[config.mk]
export PLATFORM = sky130hd
export DESIGN_NAME = pac_fifo
export DESIGN_NICKNAME = d
export VERILOG_FILES = /design/src/pac_pkg.sv /design/src/pac_fifo.sv
export SDC_FILE = /design/constraint.sdc
export NUM_CORES = 1
export LEC_CHECK = 0
export BUFFER_PORTS_ARGS = -buffer_cell sky130_fd_sc_hd__buf_4
export CORE_MARGIN = 2
export CORE_UTILIZATION = 51
export DETAILED_ROUTE_END_ITERATION = 10
export PLACE_DENSITY_LB_ADDON = 0.2
export SYNTH_ARGS = -nofsm -noshare
export SYNTH_HDL_FRONTEND = slang
export SYNTH_SLANG_ARGS = --single-unit
[constraint.sdc]
create_clock -name clk -period 3 [get_ports clk]
set_input_delay 0.3 -clock clk [delete_from_list [all_inputs] [get_ports clk]]
set_output_delay 0.3 -clock clk [all_outputs]
set_load 0.02 [all_outputs]
[src/pac_pkg.sv]
// shared types and constants for the packet anomaly counter
package pac_pkg;

	localparam int TableEntriesDef = 64;
	localparam int CountBitsDef = 32;
	localparam int PosBits = 14;
	localparam logic [PosBits-1:0] PosMax = '1;
	localparam logic [31:0] ThresholdReset = 32'd1000;
	localparam logic [15:0] EtherTypeIpv4 = 16'h0800;
	localparam logic [PosBits-1:0] MinSynLength = 14'd34;
	localparam logic [7:0] FlagSyn = 8'h02;
	localparam logic [7:0] FlagAck = 8'h10;
	localparam logic [1:0] ProtoTcp = 2'd1;
	localparam logic [1:0] ProtoUdp = 2'd2;
	localparam logic OpFrame = 1'b0;
	localparam logic OpClear = 1'b1;
	localparam int InBits = 80;
	localparam int OutBits = 104;

	// classified word handed from the front end to the back end
	typedef struct packed {
		logic        clear;
		logic        susp;
		logic        syn;
		logic [31:0] src;
	} pac_cmd_t;

	function automatic logic watched_port(input logic [15:0] p);
		return p == 16'd21 || p == 16'd23 || p == 16'd445 || p == 16'd3389;
	endfunction

endpackage

[src/pac_fifo.sv]
// short queue between front and back end
module pac_fifo import pac_pkg::*; (
	input  logic     clk,
	input  logic     arst_n,
	input  logic     wr_valid,
	output logic     wr_ready,
	input  pac_cmd_t wr_data,
	output logic     rd_valid,
	input  logic     rd_ready,
	output pac_cmd_t rd_data
);

	pac_cmd_t mem_q [2];
	logic wp_q, rp_q;
	logic [1:0] cnt_q;
	logic wr, rd;

	assign wr_ready = cnt_q != 2'd2;
	assign rd_valid = cnt_q != 2'd0;
	assign wr = wr_valid && wr_ready;
	assign rd = rd_valid && rd_ready;
	assign rd_data = mem_q[rp_q];

	// pointers and fill level
	always_ff @(posedge clk or negedge arst_n) begin
		if (!arst_n) begin
			wp_q <= 1'b0;
			rp_q <= 1'b0;
			cnt_q <= '0;
		end else begin
			if (wr) wp_q <= !wp_q;
			if (rd) rp_q <= !rp_q;
			cnt_q <= cnt_q + {1'b0, wr} - {1'b0, rd};
		end
	end

	always_ff @(posedge clk) begin
		if (wr) mem_q[wp_q] <= wr_data;
	end

endmodule

**Word level (Yosys, flattened, before mapping)**

Memories as Yosys holds them, arrays and structs flattened.
Cells that the tools add are included.

- Register bits after elaboration: 4
- Memory bits (writable): 70
- Output and inout port bits: 37
- Word-level logic and storage cells: 14
- Memories kept: 1

Memory list:

| name | depth | width | rd ports | clocked after Yosys merged registers in | write ports | line | source |
|---|---|---|---|---|---|---|---|
| mem_q | 2 | 35 | 1 | 0 | 1 | pac_fifo.sv:13 | `pac_cmd_t mem_q [2];` |

- Add/sub/neg operators: 2
- Eq/ne operators: 1
- Muxes and demuxes: 2
- Reduce and logical (&&, ||, !) cells: 5

Operator list:

| cell | number |
|---|---|
| $add A2 B1 Y2 | 1 |
| $logic_and A1 B1 Y1 | 2 |
| $logic_not A1 Y1 | 2 |
| $mux W1 | 2 |
| $ne A2 B2 Y1 const B | 1 |
| $reduce_bool A2 Y1 | 1 |
| $sub A2 B1 Y2 | 1 |

**Depth between registers and ports, before layout**

Gate-level depths: netlist of the first run.

- Depth after elaboration: 4
- Mapped depth: 5
- Gate-level depth less buffers: 5

**Least setup slack after synthesis of the first run**

Ideal clock, no wire load.

- Path kind: reg2reg
- Start: register cnt_q[0]
- End: memory mem_q[0][0] (netlist bit), enable pin
- Setup time: 0.427 ns
- Arrival: 2.284 ns
- Required time: 2.573 ns
- Setup slack: 0.289 ns
- Cell stages (with the launch flop): 4
- Buffers on the path: 0
- Period minus slack after synthesis: 2.711 ns
- Path through: dfrtp_1 -> nand2b_1 -> nand2_1 -> nor2_1

- Word-level cells in the longest chain between the ends: 4

RTL lines:

| what | line | source |
|---|---|---|
| from (decl) | pac_fifo.sv:15 | `logic [1:0] cnt_q;` |
| from (signal assigned) | pac_fifo.sv:33 | `cnt_q <= cnt_q + {1'b0, wr} - {1'b0, rd};` |
| $ne A2 B2 Y1 | pac_fifo.sv:18 | `assign wr_ready = cnt_q != 2'd2;` |
| via wr_ready | pac_fifo.sv:6 | `output logic wr_ready,` |
| $logic_and A1 B1 Y1 | pac_fifo.sv:20 | `assign wr = wr_valid && wr_ready;` |
| $mux W1 | pac_fifo.sv:38 | `if (wr) mem_q[wp_q] <= wr_data;` |
| $mux W1 (not written as such) | pac_fifo.sv:38 |  |
| to (decl) | pac_fifo.sv:13 |  |

The timed path passes the listed nets, and every way through them passes these cells.

==> results of run 1 <==
worst paths after layout:
kind,cells past startpoint,start,end
setup / recovery,3,rp_q,rd_data[12]
hold / removal,1,wr_data[11],mem_q[0][11]
setup reg to reg,4,cnt_q[0],mem_q[0][4]
hold reg to reg,1,wp_q,wp_q
max in group asynchronous,2,arst_n,rp_q
min in group asynchronous,2,arst_n,wp_q
where the power goes:
part | switching (mW) | total, mW | internal, mW
Combinational | 0.666 | 1.29 | 0.619
Sequential | 0.113 | 1.53 | 1.42
Clock | 0.335 | 0.795 | 0.459
Total | 1.11 | 3.61 | 2.50
flip-flops by register name, indices dropped and copies added (netlist names):
name,cells
cnt_q,2
mem_q,70
rp_q,1
wp_q,1
critical path, stage by stage (launching register included):
cell     delay [ns]
dfrtp_1        0.77
buf_12         0.25
mux2_2         0.36
buf_4          0.16
cells by family after synthesis:
logic type	count (synthesis)	share of synthesized area (%)
buffers and inverters	4	0.728
flip-flops	74	80.1
AND/OR/NAND/NOR	11	2.37
multiplexers	35	14.3
adder cells (fa/ha/maj)	1	0.455
AO/OA/AOI/OAI	3	1.09
XOR/XNOR	3	0.956
repair_timing:
action,4_1_cts,5_1_grt
gates resized for setup,0,0
hold endpoints to repair,4,0
hold buffers,1,0
synth_stat cells (2+ instances only):
| master | n |
|---|---|
| edfxtp_1 | 70 |
| mux2_2 | 35 |
| buf_2 | 4 |
| dfrtp_1 | 4 |
| nor2_1 | 3 |
| xnor2_1 | 3 |
| nand2_1 | 2 |
layout make-up:
class                      count  share of cell area, %
sequential                    74                   60.6
tap                           70                   2.41
timing repair buffer          78                   16.5
clock inverter                 7                   2.31
multi-input combinational     53                   14.7
clock buffer                   9                   3.41
stage by stage:
stage	hold slack (ns)	power (mW)	instances
6_report	0.147	3.61	291
5_1_grt	0.131	3.77	291
4_1_cts	0.134	3.65	291
3_5_place_dp	0.100	2.85	274
3_3_place_gp	0.0996	2.81	274
2_1_floorplan	0.00441	2.33	131
per-layer routing:
metal  vias to the layer above  GRT usage (%)
met5                         -              0
met4                         0           8.57
met3                         9           5.23
met2                        51           26.7
met1                       700           16.9
li1                        682              -
==> run_results.csv, run 1 <==
group,metric,value,unit
run_status,status,"finished, final reports clean",
floorplan,die_area,6000,um^2
clock_tree,worstSkewPairLatency,0.33,ns
routing,routed_wl,4480,um
clock_tree,clk_pin_slew,0.08,ns
floorplan,start_util,53.5,%
routing,postRouteAntennaNets,0,
sta,fin_worst_skew,0.00820,ns
routing,dr.pass1.iters,3,
routing,top_layer,"met4",
sta,setup_violations,0,
yosys,ys_types,17,
yosys,avgSynthCellArea,21.0,um^2
power,vdd_drop_max,0.833,mV
worst_setup_path,worstSetupPathType,"reg -> out",
sta,finalMaxSlewViolations,0,
routing,met3_length,287,um
routing,num_vias,1442,
final_layout,final_cell_area,3630,um^2
final_layout,layout_commonest_cell,"buf_4",
worst_setup_path,crit_required,2.70,ns
run,drv_cap,0,
floorplan,fp.dieW,77.4,um
routing,wl_met2,2380,um
yosys,async_reset_ff_share,5.41,%
worst_hold_path,hold_path.class,"in -> reg",
clock_tree,post_cts_buffers,0,
final_layout,antenna_cells,0,
yosys,synth_area,2750,um^2
yosys,synth.area.top_cells,"edfxtp_1 (76%), mux2_2 (14%), dfrtp_1 (3.6%), xnor2_1 (0.96%), buf_2 (0.73%)",
placed_design,hpwl,3010,um
final_layout,regArea,2200,um^2
clock_tree,cts_max_level,3,
yosys,ys.flop_type,"edfxtp_1",
worst_setup_path,critPathCaptureType,"primary output",
clock_tree,numClockSinks,74,
sta,hold_viol_final,0,
yosys,synthCells,131,
routing,drt-met1-wl,1750,um
global_route,grt_max_degree,36,
final_layout,multi_input_area,536,um^2
worst_setup_path,reg2reg_slack,1.14,ns
yosys,yosysTopAreaCell,"edfxtp_1",
placed_design,place_area,3420,um^2
global_route,antenna_found_initial,0,
worst_setup_path,worstSetupStartpointType,"register",
worst_setup_path,cp_max_fo,22,
final_layout,finalCoreUtilization,70.7,%
sta,tightest_slew,0.808,ns
placed_design,numPortBuffers,75,
final_layout,fillers,348,
clock_tree,cts_buffers,9,
global_route,grt-ovfl-total,0,
final_layout,drive_above_1_share,60.2,%
global_route,grt_pass1_wl,6800,um
floorplan,rows,26,
final_layout,final_cell_mix,"buf_4 (76), edfxtp_1 (70), mux2_2 (35)",
floorplan,die_h,77.4,um
clock_tree,cts-root-buf,"clkbuf_8",
sta,setup_slack,0.819,ns
worst_setup_path,worstPathArrival,1.88,ns
routing,drt-initial-drc-count,74,
yosys,synth_nets,171,
placed_design,gp_congestion,0.684,
routing,drc,0,
sta,timing.setup.tns,0,ns
sta,period_minus_slack,2.18,ns
routing,vias_per_cell,4.96,
clock_tree,clock_path_buffers,2,
global_route,grt_usage,15.5,%
final_layout,syn_to_final_growth,32.1,%
routing,avgRoutedWirePerCell,15.4,um
sta,finalCritPeriodShare,72.7,%
power,powerDensity,993,nW/um^2
power,p_leak,1.38,nW
sta,rsz0062_at_grt,"false",
clock_tree,cts_tree,"built",
final_layout,fin_nets,256,
global_route,grt_pass1_vias,1510,
floorplan,core,5140,um^2
sta,max_freq,458,MHz
yosys,synth_seq_cells,74,
sta,slew_headroom,46.1,%
yosys,ys_warn_count,0,
placed_design,pre_cts_ws,1.14,ns
floorplan,io_pins,76,
yosys,seq_area_frac_synth,80.1,%
yosys,synth_top_area_share,76.4,%
yosys,synth_edf_count,70,
Power figures use the tool's default switching activity.
==> run 2, diff against run 1 <==
- CORE_UTILIZATION: 51 -> 46
- clock period: 3 -> 1.8 ns (I/O delays scaled with it)
==> run_results.csv, run 2 (synthesized netlist as in run 1, its figures left out) <==
group,metric,value,unit
routing,routed_wl,4630,um
sta,finalCritPeriodShare,92.4,%
routing,avgRoutedWirePerCell,15.4,um
worst_setup_path,path_depth,3,
floorplan,core,5850,um^2
clock_tree,clock_path_buffers,2,
worst_setup_path,worstSetupStartpointType,"register",
floorplan,die_h,81.3,um
worst_setup_path,cpPeakStageDelay,0.39,ns
placed_design,place_area,3440,um^2
final_layout,fin_nets,260,
sta,max_freq,601,MHz
global_route,grt_usage,14.8,%
routing,drc,0,
sta,rsz0062_at_grt,"false",
global_route,grt-ovfl-total,0,
worst_setup_path,cp_num_buf_inv,2,
routing,num_vias,1450,
run_status,status,"finished, final reports clean",
clock_tree,numClockSinks,74,
worst_setup_path,worstPathArrival,1.48,ns
final_layout,antenna_cells,0,
worst_setup_path,critPathCaptureType,"primary output",
sta,fin_worst_skew,0.00495,ns
global_route,grt_max_degree,21,
sta,finalMaxSlewViolations,0,
global_route,grt_pass1_wl,6880,um
final_layout,top_register,"mem_q",
worst_setup_path,crit_path_frequent_cell,"buf_4",
clock_tree,post_cts_buffers,0,
sta,hold_viol_final,0,
routing,vias_per_cell,4.83,
clock_tree,cts_max_level,3,
sta,period_minus_slack,1.66,ns
placed_design,hpwl,3260,um
floorplan,io_pins,76,
sta,timing.setup.tns,0,ns
worst_setup_path,rr_worst_depth,4,
routing,postRouteAntennaNets,0,
routing,drt-initial-drc-count,62,
worst_setup_path,cp_top_family,"buffers and inverters",
worst_setup_path,crit_required,1.62,ns
placed_design,numPortBuffers,75,
routing,dr.pass1.iters,4,
clock_tree,cts_buffers,9,
clock_tree,cts_tree,"built",
sta,setup_violations,0,
clock_tree,worstSkewPairLatency,0.32,ns
floorplan,start_util,47.0,%
worst_setup_path,worstSetupPathType,"reg -> out",
global_route,grt_pass1_vias,1515,
run,drv_cap,0,
floorplan,rows,28,
worst_setup_path,cp_max_fo,18,
sta,tightest_slew,0.275,ns
floorplan,fp.dieW,81.3,um
power,powerDensity,1610,nW/um^2
worst_setup_path,critPathSlowestCell,"mux2_2",
final_layout,final_cell_count_no_fill,300,
final_layout,final_cell_area,3630,um^2
final_layout,final_cell_mix,"buf_4 (81), edfxtp_1 (70), mux2_2 (35)",
global_route,antenna_found_initial,0,
final_layout,layout_commonest_cell,"buf_4",
final_layout,drive_above_1_share,58.7,%
power,total_power,5.86,mW
final_layout,largest_reg_flops,70,
final_layout,largestRegisters,"mem_q x70, cnt_q x2",
placed_design,placed_cells,283,
worst_setup_path,worstPathCellList,"buf_4 -> mux2_2 -> buf_4",
sta,slew_headroom,81.6,%
final_layout,syn_to_final_growth,31.8,%
clock_tree,cts-root-buf,"clkbuf_8",
floorplan,die_area,6610,um^2
power,vdd_drop_max,0.969,mV
placed_design,gp_congestion,0.707,
sta,hold_ws,0.0347,ns
power,p_leak,1.37,nW
clock_tree,clk_pin_slew,0.07,ns
worst_hold_path,hold_path.class,"in -> reg",
worst_hold_path,min_path_cells,1,
## run 2: changes by cell type in the layout (fill, tap and decap cells not counted)
| cell | delta |
|---|---|
| buf_4 | +5 |
| clkinv_2 | -4 |
| clkinv_1 | +3 |
| clkbuf_1 | +2 |
| buf_12 | -1 |
| bufinv_16 | -1 |
## run 2: power breakdown
group	switching [mW]	internal, mW	leakage (nW)	total [mW]
Combinational	1.19	1.05	0.588	2.24
Clock	0.514	0.623	0.0875	1.14
Sequential	0.125	2.36	0.698	2.48
Total	1.83	4.03	1.37	5.86
## run 2: layout make-up
type | count | area (um^2)
fill | 441 | 2220
clock inverter | 5 | 45.0
timing repair buffer | 82 | 618
multi-input combinational | 53 | 536
clock buffer | 11 | 131
sequential | 74 | 2200
tap | 75 | 93.8
## run 2: worst paths after layout
kind	start	to	slack [ns]
max in group asynchronous	arst_n	cnt_q[0]	1.51
max	rp_q	rd_data[29]	0.14
min in group asynchronous	arst_n	rp_q	0.19
min	wr_data[9]	mem_q[0][9]	0.03
max reg2reg	cnt_q[0]	mem_q[0][25]	0.35
min reg2reg	wp_q	wp_q	0.55
## run 2: metrics by stage
step | worst slack [ns] | util (%)
after global placement | 0.409 | 58.8
final | 0.137 | 62.0
after floorplan | 0.0269 | -
after CTS | 0.107 | 62.0
after detailed placement | 0.341 | 58.8
after global routing | 0.0764 | 62.0
## run 2: what timing repair did
action | 4_1_cts | 5_1_grt
hold buffers | 1 | 0
resized for setup | 0 | 0
hold endpoints to repair | 4 | 0
## run 2: metal layers
layer	GRT usage, %	wire length [um]
met3	3.11	215
met1	17.3	1940
met2	25.2	2410
met5	0	0
met4	8.64	68
==> run 3, diff against run 2 <==
- ABC_CLOCK_PERIOD_IN_PS: unset -> 1800
- CORE_MARGIN: 2 -> 1.5
==> run_results.csv, run 3 (synthesized netlist as in run 1, its figures left out) <==
group,metric,value,unit
global_route,grt_usage,15.2,%
power,powerDensity,1630,nW/um^2
final_layout,finalCoreUtilization,65.2,%
run_status,status,"finished, final reports clean",
clock_tree,cts_hold_buffers,1,
floorplan,die_h,80.3,um
clock_tree,cts_resized,0,
final_layout,antenna_cells,0,
placed_design,placed_cells,280,
clock_tree,clk_pin_slew,0.08,ns
clock_tree,cts_tree,"built",
placed_design,hpwl,3230,um
clock_tree,cts-root-buf,"clkbuf_8",
final_layout,fin_nets,260,
worst_hold_path,min_path_cells,1,
worst_setup_path,critPathCaptureType,"primary output",
global_route,grt_pass1_vias,1545,
routing,num_vias,1463,
worst_setup_path,rr_worst_depth,4,
final_layout,fillers,402,
routing,drc,0,
clock_tree,cts_buffers,9,
final_layout,largestRegisters,"mem_q x70, cnt_q x2",
sta,rsz0062_at_grt,"false",
sta,period_minus_slack,1.65,ns
power,total_power,6.01,mW
sta,fin_worst_skew,0.00767,ns
final_layout,syn_to_final_growth,33.7,%
sta,tightest_slew,0.330,ns
worst_setup_path,critPathSlowestCell,"dfrtp_1",
sta,hold_viol_final,0,
final_layout,top_register,"mem_q",
sta,slew_headroom,77.9,%
worst_setup_path,cp_max_fo,30,
routing,routed_wl,4610,um
sta,max_freq,606,MHz
final_layout,final_cell_mix,"buf_4 (78), edfxtp_1 (70), mux2_2 (35)",
floorplan,fp.dieW,80.3,um
final_layout,largest_reg_flops,70,
placed_design,gp_congestion,0.671,
routing,drt-initial-drc-count,61,
run,drv_cap,0,
floorplan,core,5640,um^2
global_route,grt_pass1_wl,6960,um
sta,finalCritPeriodShare,91.6,%
power,p_leak,1.39,nW
clock_tree,post_cts_buffers,0,
global_route,grt_max_degree,31,
final_layout,layout_commonest_cell,"buf_4",
floorplan,start_util,48.7,%
routing,avgRoutedWirePerCell,15.5,um
worst_hold_path,hold_path.class,"in -> reg",
final_layout,drive_above_1_share,60.9,%
final_layout,final_cell_count_no_fill,297,
clock_tree,worstSkewPairLatency,0.33,ns
worst_setup_path,worstSetupPathType,"reg -> out",
worst_setup_path,crit_required,1.62,ns
power,vdd_drop_max,0.980,mV
routing,dr.pass1.iters,4,
global_route,antenna_found_initial,0,
worst_setup_path,cpPeakStageDelay,0.40,ns
worst_setup_path,worstSetupStartpointType,"register",
clock_tree,numClockSinks,74,
floorplan,rows,27,
sta,finalMaxSlewViolations,0,
placed_design,numPortBuffers,75,
global_route,grt-ovfl-total,0,
worst_setup_path,worstPathCellList,"buf_12 -> mux2_2 -> buf_4",
sta,hold_ws,0.0303,ns
clock_tree,clock_path_buffers,2,
routing,postRouteAntennaNets,0,
clock_tree,cts_max_level,3,
sta,timing.setup.tns,0,ns
worst_setup_path,worstPathArrival,1.47,ns
sta,setup_violations,0,
floorplan,io_pins,76,
routing,vias_per_cell,4.93,
floorplan,die_area,6450,um^2
run 3: cell types whose count changed in the layout (fill, tap and decap cells not counted):
cell / before / now
clkbuf_1: 2 / 0
buf_4: 81 / 78
buf_12: 0 / 3
clkinvlp_4: 0 / 3
clkinv_1: 4 / 1
clkinv_4: 0 / 1
clkinv_2: 0 / 1
run 3: layout make-up:
class / count / area [um^2] / share of cell area (%)
Sequential cell: 74 / 2200 / 59.9
Tap cell: 72 / 90.1 / 2.45
Timing Repair Buffer: 82 / 656 / 17.8
Clock buffer: 9 / 124 / 3.37
Clock inverter: 7 / 70.1 / 1.91
Multi-Input combinational cell: 53 / 536 / 14.6
run 3: critical path: cells and delay by family, from the launching register on:
family	cells	cell delay (ns)
mux	1	0.37
buf+inv	2	0.38
flops	1	0.40
run 3: report_power, final:
group,switching (mW),leakage (nW),internal [mW]
sequential,0.131,0.698,2.36
combinational,1.19,0.599,1.11
clock,0.583,0.0889,0.634
total,1.91,1.39,4.10
run 3: per-stage QoR:
stage	setup WS, ns	cell area (um^2)
finish	0.150	3680
floorplan	0.0269	2760
detailed placement	0.285	3470
global placement	0.353	3470
CTS	0.118	3680
global route	0.0887	3680
run 3: final timing paths:
check	start	endpoint	slack, ns
max	rp_q	rd_data[8]	0.15
min	wr_data[16]	mem_q[1][16]	0.03
max reg2reg	cnt_q[0]	mem_q[0][19]	0.26
min reg2reg	wp_q	wp_q	0.56
max in group asynchronous	arst_n	rp_q	1.51
min in group asynchronous	arst_n	cnt_q[0]	0.18
run 3: per-layer routing:
metal / up-vias / global-route usage, % / routed length [um]
met3: 4 / 5.23 / 274
li1: 689 / - / -
met2: 52 / 26.4 / 2490
met5: - / 0 / 0
met1: 718 / 16.5 / 1800
met4: 0 / 7.24 / 40
