==> config.mk <==
export PLATFORM = sky130hd
export DESIGN_NAME = pac_front
export DESIGN_NICKNAME = d
export VERILOG_FILES = /design/src/pac_pkg.sv /design/src/pac_front.sv
export SDC_FILE = /design/constraint.sdc
export NUM_CORES = 1
export LEC_CHECK = 0
export BUFFER_PORTS_ARGS = -buffer_cell sky130_fd_sc_hd__buf_2
export CAP_MARGIN = 20
export CELL_PAD_IN_SITES_DETAIL_PLACEMENT = 2
export CELL_PAD_IN_SITES_GLOBAL_PLACEMENT = 2
export CORE_AREA = 2 2 108 121
export CTS_BUF_LIST = sky130_fd_sc_hd__clkbuf_4 sky130_fd_sc_hd__clkbuf_8
export DETAILED_ROUTE_END_ITERATION = 10
export DIE_AREA = 0 0 110 123
export HOLD_SLACK_MARGIN = 0.1
export PLACE_DENSITY_LB_ADDON = 0.1
export SLEW_MARGIN = 20
export SYNTH_ARGS = -nofsm -noshare
export SYNTH_HDL_FRONTEND = slang
export SYNTH_SLANG_ARGS = --single-unit
==> constraint.sdc <==
create_clock -name clk -period 2.4 [get_ports clk]
set_clock_uncertainty 0.15 [all_clocks]
set_input_delay 0.72 -clock clk [delete_from_list [all_inputs] [get_ports clk]]
set_output_delay 0.72 -clock clk [all_outputs]
set_load 0.01 [all_outputs]
==> src/pac_pkg.sv <==
// shared types and constants for the packet anomaly counter
package pac_pkg;

	localparam int TableEntriesDef = 64;
	localparam int CountBitsDef = 32;
	localparam int PosBits = 14;
	localparam logic [PosBits-1:0] PosMax = '1;
	localparam logic [31:0] ThresholdReset = 32'd1000;
	localparam logic [15:0] EtherTypeIpv4 = 16'h0800;
	localparam logic [PosBits-1:0] MinSynLength = 14'd34;
	localparam logic [7:0] FlagSyn = 8'h02;
	localparam logic [7:0] FlagAck = 8'h10;
	localparam logic [1:0] ProtoTcp = 2'd1;
	localparam logic [1:0] ProtoUdp = 2'd2;
	localparam logic OpFrame = 1'b0;
	localparam logic OpClear = 1'b1;
	localparam int InBits = 80;
	localparam int OutBits = 104;

	// classified word handed from the front end to the back end
	typedef struct packed {
		logic        clear;
		logic        susp;
		logic        syn;
		logic [31:0] src;
	} pac_cmd_t;

	function automatic logic watched_port(input logic [15:0] p);
		return p == 16'd21 || p == 16'd23 || p == 16'd445 || p == 16'd3389;
	endfunction

endpackage

==> src/pac_front.sv <==
// front end: frame byte parser and packet classifier
module pac_front import pac_pkg::*; (
	input  logic         clk,
	input  logic         arst_n,
	input  logic         in_valid,
	output logic         in_ready,
	input  logic         operation,
	input  logic [7:0]   frame_byte,
	input  logic         is_last_byte,
	input  logic [1:0]   protocol_code,
	input  logic [15:0]  source_port,
	input  logic [15:0]  dest_port,
	input  logic [31:0]  source_address,
	output logic         cmd_valid,
	input  logic         cmd_ready,
	output pac_cmd_t     cmd
);

	logic [PosBits-1:0] pos_q;
	logic [15:0] etype_q;
	logic [3:0] ihl_q;
	logic [7:0] flags_q;
	logic fcap_q;
	logic accept;
	logic cap_now;
	logic [7:0] flags_n;
	logic fcap_n;
	logic [15:0] etype_n;
	logic [PosBits-1:0] flag_pos;

	assign in_ready = !cmd_valid || cmd_ready;
	assign accept = in_valid && in_ready;
	assign flag_pos = PosBits'(27) + {8'd0, ihl_q, 2'b00};
	assign cap_now = pos_q >= PosBits'(27) && pos_q == flag_pos;
	assign flags_n = cap_now ? frame_byte : flags_q;
	assign fcap_n = cap_now || fcap_q;
	assign etype_n = (pos_q == 14'd13) ? {etype_q[15:8], frame_byte} : etype_q;

	// frame parsing state
	always_ff @(posedge clk or negedge arst_n) begin
		if (!arst_n) begin
			pos_q <= '0;
			etype_q <= '0;
			ihl_q <= '0;
			flags_q <= '0;
			fcap_q <= 1'b0;
		end else if (accept && operation == OpFrame) begin
			if (is_last_byte) begin
				pos_q <= '0;
				etype_q <= '0;
				ihl_q <= '0;
				flags_q <= '0;
				fcap_q <= 1'b0;
			end else begin
				pos_q <= (pos_q == PosMax) ? PosMax : pos_q + 1'b1;
				if (pos_q == 14'd12) etype_q <= {frame_byte, 8'h00};
				else etype_q <= etype_n;
				if (pos_q == 14'd14) ihl_q <= frame_byte[3:0];
				flags_q <= flags_n;
				fcap_q <= fcap_n;
			end
		end
	end

	// output register toward the queue
	always_ff @(posedge clk or negedge arst_n) begin
		if (!arst_n) begin
			cmd_valid <= 1'b0;
		end else if (in_ready) begin
			cmd_valid <= accept && (operation == OpClear || is_last_byte);
		end
	end

	// frame length one bit wider so a saturated position still counts as long
	always_ff @(posedge clk) begin
		if (accept) begin
			cmd.clear <= operation == OpClear;
			cmd.susp <= (protocol_code == ProtoTcp || protocol_code == ProtoUdp) &&
				(watched_port(source_port) || watched_port(dest_port));
			cmd.syn <= protocol_code == ProtoTcp &&
				({1'b0, pos_q} + 1'b1) >= {1'b0, MinSynLength} &&
				etype_n == EtherTypeIpv4 && fcap_n &&
				(flags_n & FlagSyn) != 8'd0 && (flags_n & FlagAck) == 8'd0;
			cmd.src <= source_address;
		end
	end

endmodule

# Word level (Yosys, flattened, before mapping)
# Cells that the tools add are included.
[totals]
inputBits = 80
register_bits = 73
wordCells = 67
[classes]
addsub = 3
n_lt_le_gt_ge = 2
n_mux = 10
n_reduce_logical = 25
bitwise_logic = 1
eq_ne = 16
[op_table]
columns = ["op", "count"]
rows = [
  ["16-bit by 5-bit equality test with 1-bit output (second input constant)", 4],
  ["16-bit by 12-bit equality test with 1-bit output (second input constant)", 3],
  ["14-bit by 4-bit equality test with 1-bit output (second input constant)", 3],
  ["16-bit by 9-bit equality test with 1-bit output (second input constant)", 2],
  ["16-bit two-way mux", 2],
  ["14-bit two-way mux", 2],
  ["14-bit by 1-bit adder with 15-bit output (second input constant)", 1],
  ["15-bit by 6-bit greater-or-equal comparator with 1-bit output (second input constant)", 1],
  ["14-bit by 1-bit adder with 14-bit output (second input constant)", 1],
  ["14-bit equality test (second input constant)", 1],
  ["14-bit by 7-bit equality test with 1-bit output", 1],
  ["14-bit by 5-bit greater-or-equal comparator with 1-bit output (second input constant)", 1],
  ["1-bit logical OR", 11],
  ["1-bit logical AND", 10],
  ["5-bit two-way mux", 2],
  ["8-bit logical NOT", 1],
  ["4-bit two-way mux", 2],
  ["8-bit two-way mux", 1],
  ["5-bit by 6-bit adder with 7-bit output (first input constant)", 1],
  ["2-bit by 1-bit equality test with 1-bit output (second input constant)", 1],
  ["2-bit equality test (second input constant)", 1],
  ["2-bit AND reduction", 1],
  ["2-bit nonzero test", 1],
  ["1-bit logical NOT", 1],
  ["2 further kinds", 2],
]

# Longest topological paths before layout
# Gate-level depths: netlist (run 1).
[logic_depth]
depth_word = 7
depth_mapped = 8

# Worst setup path after synthesis (run 1)
# Ideal clock, no wire load.
[synth_timing]
kind = "input to register"
start = "input port cmd_ready"
end = "register etype_q[0]"
t_required_ps = 2129
cell_stages = 5
setup_slack_ps = -510
t_arrival_ps = 2639
path_cell_list = "nand2b_1 > and2_1 > nor2b_1 > o21ai_1 > a22o_1"
[synth_between]
elab_chain_len = 3
[synth_rtl]
columns = ["item", "line_no", "rtl"]
rows = [
  ["start, declared", "pac_front.sv:15", "input logic cmd_ready,"],
  ["1-bit logical OR", "pac_front.sv:31", "assign in_ready = !cmd_valid || cmd_ready;"],
  ["1-bit logical AND", "pac_front.sv:32", "assign accept = in_valid && in_ready;"],
  ["via accept", "pac_front.sv:24", "logic accept;"],
  ["1-bit logical AND", "pac_front.sv:47", "end else if (accept && operation == OpFrame) begin"],
  ["end signal, assigned", "pac_front.sv:56", "if (pos_q == 14'd12) etype_q <= {frame_byte, 8'h00};"],
  ["end signal, assigned", "pac_front.sv:57", "else etype_q <= etype_n;"],
  ["end, declared", "pac_front.sv:20", "logic [15:0] etype_q;"],
]
# The timed path passes the listed nets, and every way through them passes these cells.
# A chain may end at the register's enable or synchronous reset.

# Final worst setup path (run 1)
[layout_timing]
start = "register pos_q[1]"
end = "register cmd[32] (netlist bit), data pin"
[layout_between]
elab_chain_len = 7
word_cells_on_any_way = 16
[layout_rtl]
columns = ["item", "line_no", "rtl"]
rows = [
  ["start, declared", "pac_front.sv:19", "logic [PosBits-1:0] pos_q;"],
  ["start signal, assigned", "pac_front.sv:55", "pos_q <= (pos_q == PosMax) ? PosMax : pos_q + 1'b1;"],
  ["14-bit by 1-bit adder with 15-bit output / 14-bit by 4-bit equality test with 1-bit output (equally long branches)", "pac_front.sv:81, pac_front.sv:37", ""],
  ["15-bit by 6-bit greater-or-equal comparator with 1-bit output / 8-bit two-way mux (equally long branches)", "pac_front.sv:81, pac_front.sv:37", ""],
  ["1-bit logical AND / 16-bit by 12-bit equality test with 1-bit output (equally long branches)", "pac_front.sv:80, pac_front.sv:82", ""],
  ["1-bit logical AND", "pac_front.sv:81", "({1'b0, pos_q} + 1'b1) >= {1'b0, MinSynLength} &&"],
  ["1-bit logical AND (2 in a row)", "pac_front.sv:82", "etype_n == EtherTypeIpv4 && fcap_n &&"],
  ["1-bit logical AND (*)", "pac_front.sv:83", "(flags_n & FlagSyn) != 8'd0 && (flags_n & FlagAck) == 8'd0;"],
  ["end, declared", "pac_front.sv:16", "output pac_cmd_t cmd"],
]
# Every way passes the cells marked *; elsewhere a longest branch is shown, timed or not. The select of a mux whose other input is x is not followed.

==> impl_metrics.toml, run 1 <==
[outcome]
outcome = "finished clean"

[global_route]
grt_pass1_wl_mm = 18.5
grt_overflow = 0
antenna_found_initial = 0
use_met3 = 0.0311
grtUsageMet2 = 0.344
busiest_layer = "met2"
grt_use_met1 = 0.207
grtUsageTotal = 0.182
grt_start_max_net_pins = 39
grt_pass1_vias = 3432

[sta]
finalHoldViolCount = 0
drv_slew = 0
setup_violations = 0
maxSlewHeadroom = 0.565
final.period_utilization = 0.946
fmax_ghz = 0.441
timing.final.crit_period_ns = 2.27
whs_ns = 0.264
grt_setup_unrepaired = "no"
tightest_slew_ns = 0.648
tns_ns = 0

[final_layout]
area.growth.synth_to_final_pct = 29.7
antenna_cells = 0
regArea_um2 = 2000
multi_input_comb_area_um2 = 1460
final_cells = 602
final_nets = 526
design_area_um2 = 4680
drive_gt1_frac = 0.384
num-fill-cells = 1356

[synth]
synthesis.nets = 398
synth_ff_type = "dfrtp_1"
synth_edf_count = 35
yosys_warnings = 0
async_flop_share = 0.521
syn_area_per_cell_um2 = 11.6
ys_types = 56
synth_top_area_cell = "edfxtp_1"
syn_inst = 312
synth-seq-area-share = 0.555
syn_area_um2 = 3610
synth_area_leaders = "edfxtp_1 (29%), dfrtp_1 (26%), o21ai_0 (2.8%), nand2_1 (2.5%), a22o_1 (2.4%)"
synth_top_area_frac = 0.291
synth_seq_cells = 73

[die]
initial_core_util = 0.293
io_pins = 117
coreArea_um2 = 12300
die_w_um = 110
num_rows = 43
dieArea_um2 = 13500
die_h_um = 123

[setup_path]
cpMaxStageDelayCell = "dfrtp_2"
cp_slowest_stage_delay_ns = 0.42
cp-start-kind = "flop"
crit_chain = "inv_1 > ha_1 > nor4_2 > nand3_1 > a31oi_1 > nand3_1 > o311a_1"
rr_worst_depth = 7
crit_path_frequent_cell = "nand3_1"
r2r_end = "cmd[32]"
timing.rr.start = "pos_q[1]"
crit_arrival_ns = 2.23
cp_data_required_time_ns = 2.36
critPathCaptureType = "flop"
crit_fanout = 6
critical_path_class = "reg -> reg"
r2r_setup_slack_ns = 0.13

[clock_network]
htree_levels = 3
cts_made_buffers = 9
clock_tree.root_cell = "clkbuf_8"
cts_hold_buf = 0
clockBufferDepth = 2
clk_pin_slew_worst_paths_ns = 0.09
cts_tree = "yes"
cts.sinks = 73
clk_latency_ns = 0.35

[route]
drt_iter0_markers = 79
drc_errors = 0
vias = 3060
final_antenna_net_count = 0
drtPass1Iterations = 4
via_per_inst = 5.08
wl_mm = 11.6
wl_per_cell_um = 19.3

[pwr]
p_total_mw = 3.10
power.density_nw_per_um2 = 661
cellLeakagePower_nw = 2.06
vdd_drop_max_mv = 0.355

[job]
max_cap_viol_count = 0

[min_path]
hp-class = "in -> async"

[place]
io_buffer_count = 116
globalplace.congestion = 0.749
placed_cell_area_um2 = 4400
hpwl_mm = 8.72
placed_cells = 585
-- sequential cells by signal, summed over array words and instances (netlist names) --
register	flops
cmd_valid	1
etype_q	16
cmd	35
fcap_q	1
ihl_q	4
flags_q	2
pos_q	14
-- cells in the final DEF, fill, tap and decap left out, types with 9 or more instances in the layout --
cell type	synthesis	final
a21oi_1	17	17
a22o_1	10	10
a22oi_1	10	10
a31oi_1	12	12
buf_2	4	116
buf_4	0	18
clkbuf_8	3	9
dfrtp_1	38	36
edfxtp_1	35	35
inv_1	9	9
nand2_1	24	24
nand3_1	9	9
nor2_1	13	13
nor3_1	11	10
o21ai_0	20	20
-- cells in the mapped netlist (2+ instances only) --
cell and count:
a21oi_1 17, a22o_1 10, a22oi_1 10, a31oi_1 12, and2_1 4, and3_1 3
buf_2 4, buf_6 5, clkbuf_1 5, clkbuf_8 3, dfrtp_1 38, edfxtp_1 35
ha_1 6, inv_1 9, mux2i_1 3, nand2_1 24, nand2_2 2, nand2b_1 3
nand3_1 9, nand3_4 2, nand3b_1 3, nand4_1 3, nand4b_1 2, nor2_1 13
nor3_1 11, nor4_1 7, nor4_4 3, nor4b_1 2, o211ai_1 2, o21a_1 2
o21ai_0 20, o22a_1 6, o31ai_1 2, or4_1 3, xnor2_1 5, xor2_1 4
-- per-layer routing --
layer	part of all wire	up-vias
met2	0.56	58
li1	-	1445
met1	0.40	1547
met3	0.028	10
met4	0.011	0
met5	0	-
-- metrics by stage --
stage,setup WS (ns),util
after floorplan,0.0384,-
after global placement,0.110,0.357
after detailed placement,0.0309,0.357
after CTS,0.0209,0.377
after global routing,0.00741,0.380
final,0.130,0.380
-- power breakdown --
| part | internal, mW | total, mW | switching [mW] |
|---|---|---|---|
| Sequential | 1.40 | 1.46 | 0.0582 |
| Combinational | 0.179 | 0.414 | 0.236 |
| Clock | 0.702 | 1.22 | 0.522 |
| Total | 2.28 | 3.10 | 0.816 |
-- logic make-up (layout without fill, tap and decap cells) --
logic type,Yosys count,count (layout),synth area share
xor gates and xnor gates,9,9,0.0218
DFF,73,73,0.555
and+or+nand+nor,104,104,0.181
AOI/OAI and AO/OA,90,90,0.165
muxes,3,3,0.00832
buffers and inverters,27,160,0.0482
adders and majority gates,6,6,0.0208
-- worst max-delay path, delay by kind of cell (launching register included) --
| kind | cells | cell delay [ns] |
|---|---|---|
| compound gates | 2 | 0.55 |
| fa+ha+maj | 1 | 0.32 |
| buf+inv | 1 | 0.09 |
| flops | 1 | 0.42 |
| simple gates | 3 | 0.49 |
-- how the worst max path moves through the flow --
stage | from | endpoint | slack, ns
6_report | pos_q[1] | cmd[32] | 0.13
5_1_grt | pos_q[0] | cmd[32] | 0.007
4_1_cts | pos_q[1] | cmd[32] | 0.02
3_5_place_dp | pos_q[1] | cmd[32] | 0.03
3_3_place_gp | pos_q[1] | cmd[32] | 0.11
2_1_floorplan | cmd_ready | pos_q[12] | 0.04
-- final cells by class --
class / instances / area share
timing repair buffer: 135 / 0.157
clock inverter: 7 / 0.0265
tap: 157 / 0.0420
clock buffer: 9 / 0.0265
sequential: 73 / 0.428
multi-input combinational: 212 / 0.312
inverter: 9 / 0.00722
-- repair_timing --
item	CTS	global route
setup buffers	0	1
endpoints found under the setup margin	0	23
endpoints found under the hold margin	0	0
resized for setup	0	7
No activity file was read; power rests on OpenSTA's default activity.
==> inputs of run 2 (changes only) <==
--- a/config.mk
+++ b/config.mk
@@ -9,12 +9,13 @@
 export CAP_MARGIN = 20
 export CELL_PAD_IN_SITES_DETAIL_PLACEMENT = 2
 export CELL_PAD_IN_SITES_GLOBAL_PLACEMENT = 2
-export CORE_AREA = 2 2 108 121
+export CORE_AREA = 2 2 100 112
 export CTS_BUF_LIST = sky130_fd_sc_hd__clkbuf_4 sky130_fd_sc_hd__clkbuf_8
+export CTS_CLUSTER_SIZE = 8
 export DETAILED_ROUTE_END_ITERATION = 10
-export DIE_AREA = 0 0 110 123
+export DIE_AREA = 0 0 102 114
 export HOLD_SLACK_MARGIN = 0.1
-export PLACE_DENSITY_LB_ADDON = 0.1
+export PLACE_DENSITY = 0.92
 export SLEW_MARGIN = 20
 export SYNTH_ARGS = -nofsm -noshare
 export SYNTH_HDL_FRONTEND = slang
==> constraint.sdc (replaced) <==
create_clock -name clk -period 2.7 [get_ports clk]
set_clock_uncertainty 0.15 [all_clocks]
set_input_delay 0.81 -clock clk [delete_from_list [all_inputs] [get_ports clk]]
set_output_delay 0.81 -clock clk [all_outputs]
set_load 0.01 [all_outputs]
==> impl_metrics.toml, run 2 (synthesis results as in run 1) <==
[final_layout]
largest_reg_flops = 35
drive_gt1_frac = 0.361
final_util = 0.425
design_area_um2 = 4510
reg.largest.list = "cmd (35), etype_q (16), pos_q (14)"
final_cells = 582
final_nets = 516
layout_common_cells = "buf_2 (116), dfrtp_1 (37), edfxtp_1 (35)"
regMostFlops = "cmd"
antenna_cells = 0
final_common_cell = "buf_2"
num-fill-cells = 1148
area.growth.synth_to_final_pct = 25.0

[clock_network]
clk_latency_ns = 0.36
clock_tree.root_cell = "clkbuf_8"
clockBufferDepth = 2
clk_pin_slew_worst_paths_ns = 0.08
cts.sinks = 73
cts_hold_buf = 0
htree_levels = 3
cts_tree = "yes"
cts_made_buffers = 9

[setup_path]
cp_slowest_stage_delay_ns = 0.47
crit_arrival_ns = 2.64
crit_chain = "inv_1 > ha_1 > nor4_2 > nand3_1 > a31oi_2 > nand3_1 > o311a_1"
cp_data_required_time_ns = 2.66
cpLargestDelayFamily = "compound AO/OA/AOI/OAI gates"
cp-start-kind = "flop"
cp_num_buf_inv = 1
timing.rr.start = "pos_q[1]"
cpMaxStageDelayCell = "dfrtp_1"
startpoint = "pos_q[1]"
critPathCaptureType = "flop"
crit_path_frequent_cell = "nand3_1"
critical_path_class = "reg -> reg"
crit_fanout = 6

[place]
placed_cells = 565
globalplace.congestion = 0.829
placed_cell_area_um2 = 4290
place_ws_ns = 0.00407
io_buffer_count = 116
hpwl_mm = 9.49

[die]
num_rows = 40
dieArea_um2 = 11600
die_w_um = 102
die_h_um = 114
initial_core_util = 0.340
io_pins = 117
coreArea_um2 = 10600

[sta]
fmax_ghz = 0.373
finalHoldViolCount = 0
timing.final.crit_period_ns = 2.68
setup_violations = 0
maxSlewHeadroom = 0.587
final.period_utilization = 0.993
whs_ns = 0.353
tns_ns = 0
drv_slew = 0
tightest_slew_ns = 0.616
fin_ws_ns = 0.0193

[global_route]
antenna_found_initial = 0
grt_pass1_wl_mm = 19.7
grt_pass1_vias = 3551
grt_overflow = 0
grtUsageTotal = 0.226
grt_start_max_net_pins = 39

[route]
drtPass1Iterations = 5
wl_mm = 12.8
vias = 3158
wl_per_cell_um = 22.0
drc_errors = 0
via_per_inst = 5.43
final_antenna_net_count = 0
drt_iter0_markers = 172

[outcome]
outcome = "finished clean"

[pwr]
cellLeakagePower_nw = 1.96
p_total_mw = 2.56
power.density_nw_per_um2 = 567
vdd_drop_max_mv = 0.186

[job]
max_cap_viol_count = 0

[min_path]
hp-class = "in -> async"
run 2: changes by cell type in the layout (fill, tap and decap cells not counted), moves of 2 or more:
cell and delta:
buf_4 -9, bufinv_16 -2, clkinv_1 +2, clkinvlp_4 +2, inv_6 -2
run 2: what timing repair did:
item | 4_1_cts | 5_1_grt
resized for setup | 1 | 3
setup buffers | 0 | 1
pin swaps | 1 | 1
setup endpoints to repair | 1 | 1
run 2: worst paths after layout:
kind                          endpoint  slack (ns)  cells after the start
setup / recovery               cmd[32]        0.02                      7
min in group clk           etype_q[13]        0.37                      2
hold reg to reg            etype_q[13]        0.37                      2
max in group asynchronous     pos_q[0]        1.67                      2
hold / removal                pos_q[3]        0.35                      2
setup reg to reg               cmd[32]        0.02                      7
run 2: per-layer routing:
layer  wire (um)  share of wire  track usage
met3         738          0.058       0.0502
met2        7000           0.55        0.424
met1        4820           0.38        0.247
met4         250          0.020       0.0756
met5           0              0            0
run 2: cell type report:
class                      instances  area, um^2  area share
timing repair buffer             125         648       0.144
clock inverter                     7        68.8      0.0153
tap                              147         184      0.0408
multi-input combinational        212        1450       0.321
inverter                           9        33.8     0.00749
sequential                        73        2000       0.444
clock buffer                       9         124      0.0275
run 2: power breakdown:
part	internal [mW]	switching, mW	leakage [nW]	total [mW]
Clock	0.423	0.449	0.0869	0.872
Sequential	1.24	0.0675	0.815	1.31
Combinational	0.153	0.224	1.06	0.376
Total	1.82	0.740	1.96	2.56
==> inputs of run 3 (changes only) <==
--- a/config.mk
+++ b/config.mk
@@ -9,13 +9,12 @@
 export CAP_MARGIN = 20
 export CELL_PAD_IN_SITES_DETAIL_PLACEMENT = 2
 export CELL_PAD_IN_SITES_GLOBAL_PLACEMENT = 2
-export CORE_AREA = 2 2 100 112
-export CTS_BUF_LIST = sky130_fd_sc_hd__clkbuf_4 sky130_fd_sc_hd__clkbuf_8
+export CORE_AREA = 2 2 102 114
 export CTS_CLUSTER_SIZE = 8
 export DETAILED_ROUTE_END_ITERATION = 10
-export DIE_AREA = 0 0 102 114
+export DIE_AREA = 0 0 104 116
 export HOLD_SLACK_MARGIN = 0.1
-export PLACE_DENSITY = 0.92
+export PLACE_DENSITY = 0.9
 export SLEW_MARGIN = 20
 export SYNTH_ARGS = -nofsm -noshare
 export SYNTH_HDL_FRONTEND = slang
==> impl_metrics.toml, run 3 (synthesis results as in run 1) <==
[sta]
setup_violations = 0
finalHoldViolCount = 0
drv_slew = 0
grt_setup_unrepaired = "no"
maxSlewHeadroom = 0.598
timing.final.crit_period_ns = 2.52
tns_ns = 0
final.period_utilization = 0.932
fmax_ghz = 0.397
tightest_slew_ns = 0.599
fin_ws_ns = 0.183

[route]
drc_errors = 0
vias = 3153
wl_mm = 13.6
drt_iter0_markers = 170
wl_per_cell_um = 23.4
drtPass1Iterations = 4
via_per_inst = 5.42
final_antenna_net_count = 0

[setup_path]
rr_worst_depth = 7
cp_slowest_stage_delay_ns = 0.47
cp_data_required_time_ns = 2.63
crit_arrival_ns = 2.45
critPathCaptureType = "flop"
timing.rr.start = "pos_q[0]"
r2r_end = "cmd[32]"
cp-start-kind = "flop"
crit_chain = "ha_1 > nand2_1 > nor3_2 > nand3_1 > o31ai_1 > nand3_1 > o311a_1"
cpMaxStageDelayCell = "dfrtp_1"
crit_path_frequent_cell = "nand3_1"
critical_path_class = "reg -> reg"
crit_fanout = 7
r2r_setup_slack_ns = 0.18

[pwr]
power.density_nw_per_um2 = 622
p_total_mw = 2.86
vdd_drop_max_mv = 0.361
cellLeakagePower_nw = 2.01

[clock_network]
cts_hold_buf = 0
cts_resized = 0
cts_setup_buffers = 0
cts_tree = "yes"
htree_levels = 3
clock_tree.root_cell = "clkbuf_16"
clk_latency_ns = 0.34
clk_pin_slew_worst_paths_ns = 0.06
cts.sinks = 73
cts_made_buffers = 9
clockBufferDepth = 2

[final_layout]
antenna_cells = 0
regMostFlops = "cmd"
multi_input_comb_area_um2 = 1450
largest_reg_flops = 35
reg.largest.list = "cmd (35), etype_q (16), pos_q (14)"
final_nets = 516
area.growth.synth_to_final_pct = 27.6
layout_common_cells = "buf_2 (116), dfrtp_1 (37), edfxtp_1 (35)"
num-fill-cells = 1163
final_common_cell = "buf_2"
drive_gt1_frac = 0.359
regArea_um2 = 2000

[die]
coreArea_um2 = 10800
die_h_um = 116
initial_core_util = 0.334
io_pins = 117
num_rows = 40
dieArea_um2 = 12100
die_w_um = 104

[place]
place_ws_ns = 0.133
hpwl_mm = 10.1
io_buffer_count = 116
globalplace.congestion = 0.840

[global_route]
grt_pass1_vias = 3557
grtUsageTotal = 0.235
grt_overflow = 0
antenna_found_initial = 0
grt_start_max_net_pins = 39
grt_pass1_wl_mm = 21.2

[min_path]
min_path_cells = 1
hp-class = "reg -> reg"
min_to = "etype_q[7]"
worstHoldStart = "etype_q[7]"

[outcome]
outcome = "finished clean"

[job]
max_cap_viol_count = 0
-- run 3: worst max-delay path by stage --
stage / endpoint / slack (ns) / startpoint / depth (start not counted)
floorplan: etype_q[0] / 0.08 / cmd_ready / 5
global placement: cmd[32] / 0.36 / pos_q[0] / 7
detailed placement: cmd[32] / 0.13 / pos_q[0] / 7
CTS: cmd[32] / 0.03 / pos_q[0] / 7
global route: cmd[32] / 0.04 / pos_q[6] / 6
finish: cmd[32] / 0.18 / pos_q[0] / 7
-- run 3: stage by stage --
stage,cell area (um^2),hold slack [ns],cells,util
after global routing,4600,0.397,582,0.426
after floorplan,3610,0.312,312,-
after CTS,4590,0.361,582,0.425
after detailed placement,4300,0.344,566,0.398
after global placement,4300,0.328,566,0.398
final,4600,0.359,582,0.426
-- run 3: power breakdown --
group	leakage, nW	total [mW]	switching, mW	internal, mW
Combinational	1.06	0.369	0.221	0.148
Clock	0.139	1.18	0.467	0.714
Sequential	0.815	1.31	0.0649	1.25
Total	2.01	2.86	0.753	2.11
-- run 3: area by class of cell --
cell class                      count  area share
Clock buffer                       11      0.0506
Clock inverter                      5      0.0122
Inverter                            9     0.00734
Multi-Input combinational cell    212       0.314
Sequential cell                    73       0.435
Tap cell                          147      0.0400
Timing Repair Buffer              125       0.141
-- run 3: metal layers --
layer / GRT usage / share of wire
met1: 0.249 / 0.37
met2: 0.453 / 0.55
met3: 0.0607 / 0.048
met4: 0.0811 / 0.026
met5: 0 / 0
-- run 3: worst max-delay path, delay by kind of cell (launching register included) --
kind	cells	cell delay (ns)
AO/OA/AOI/OAI	2	0.48
AND/OR/NAND/NOR	4	0.85
flip-flops	1	0.47
adder cells (fa/ha/maj)	1	0.33
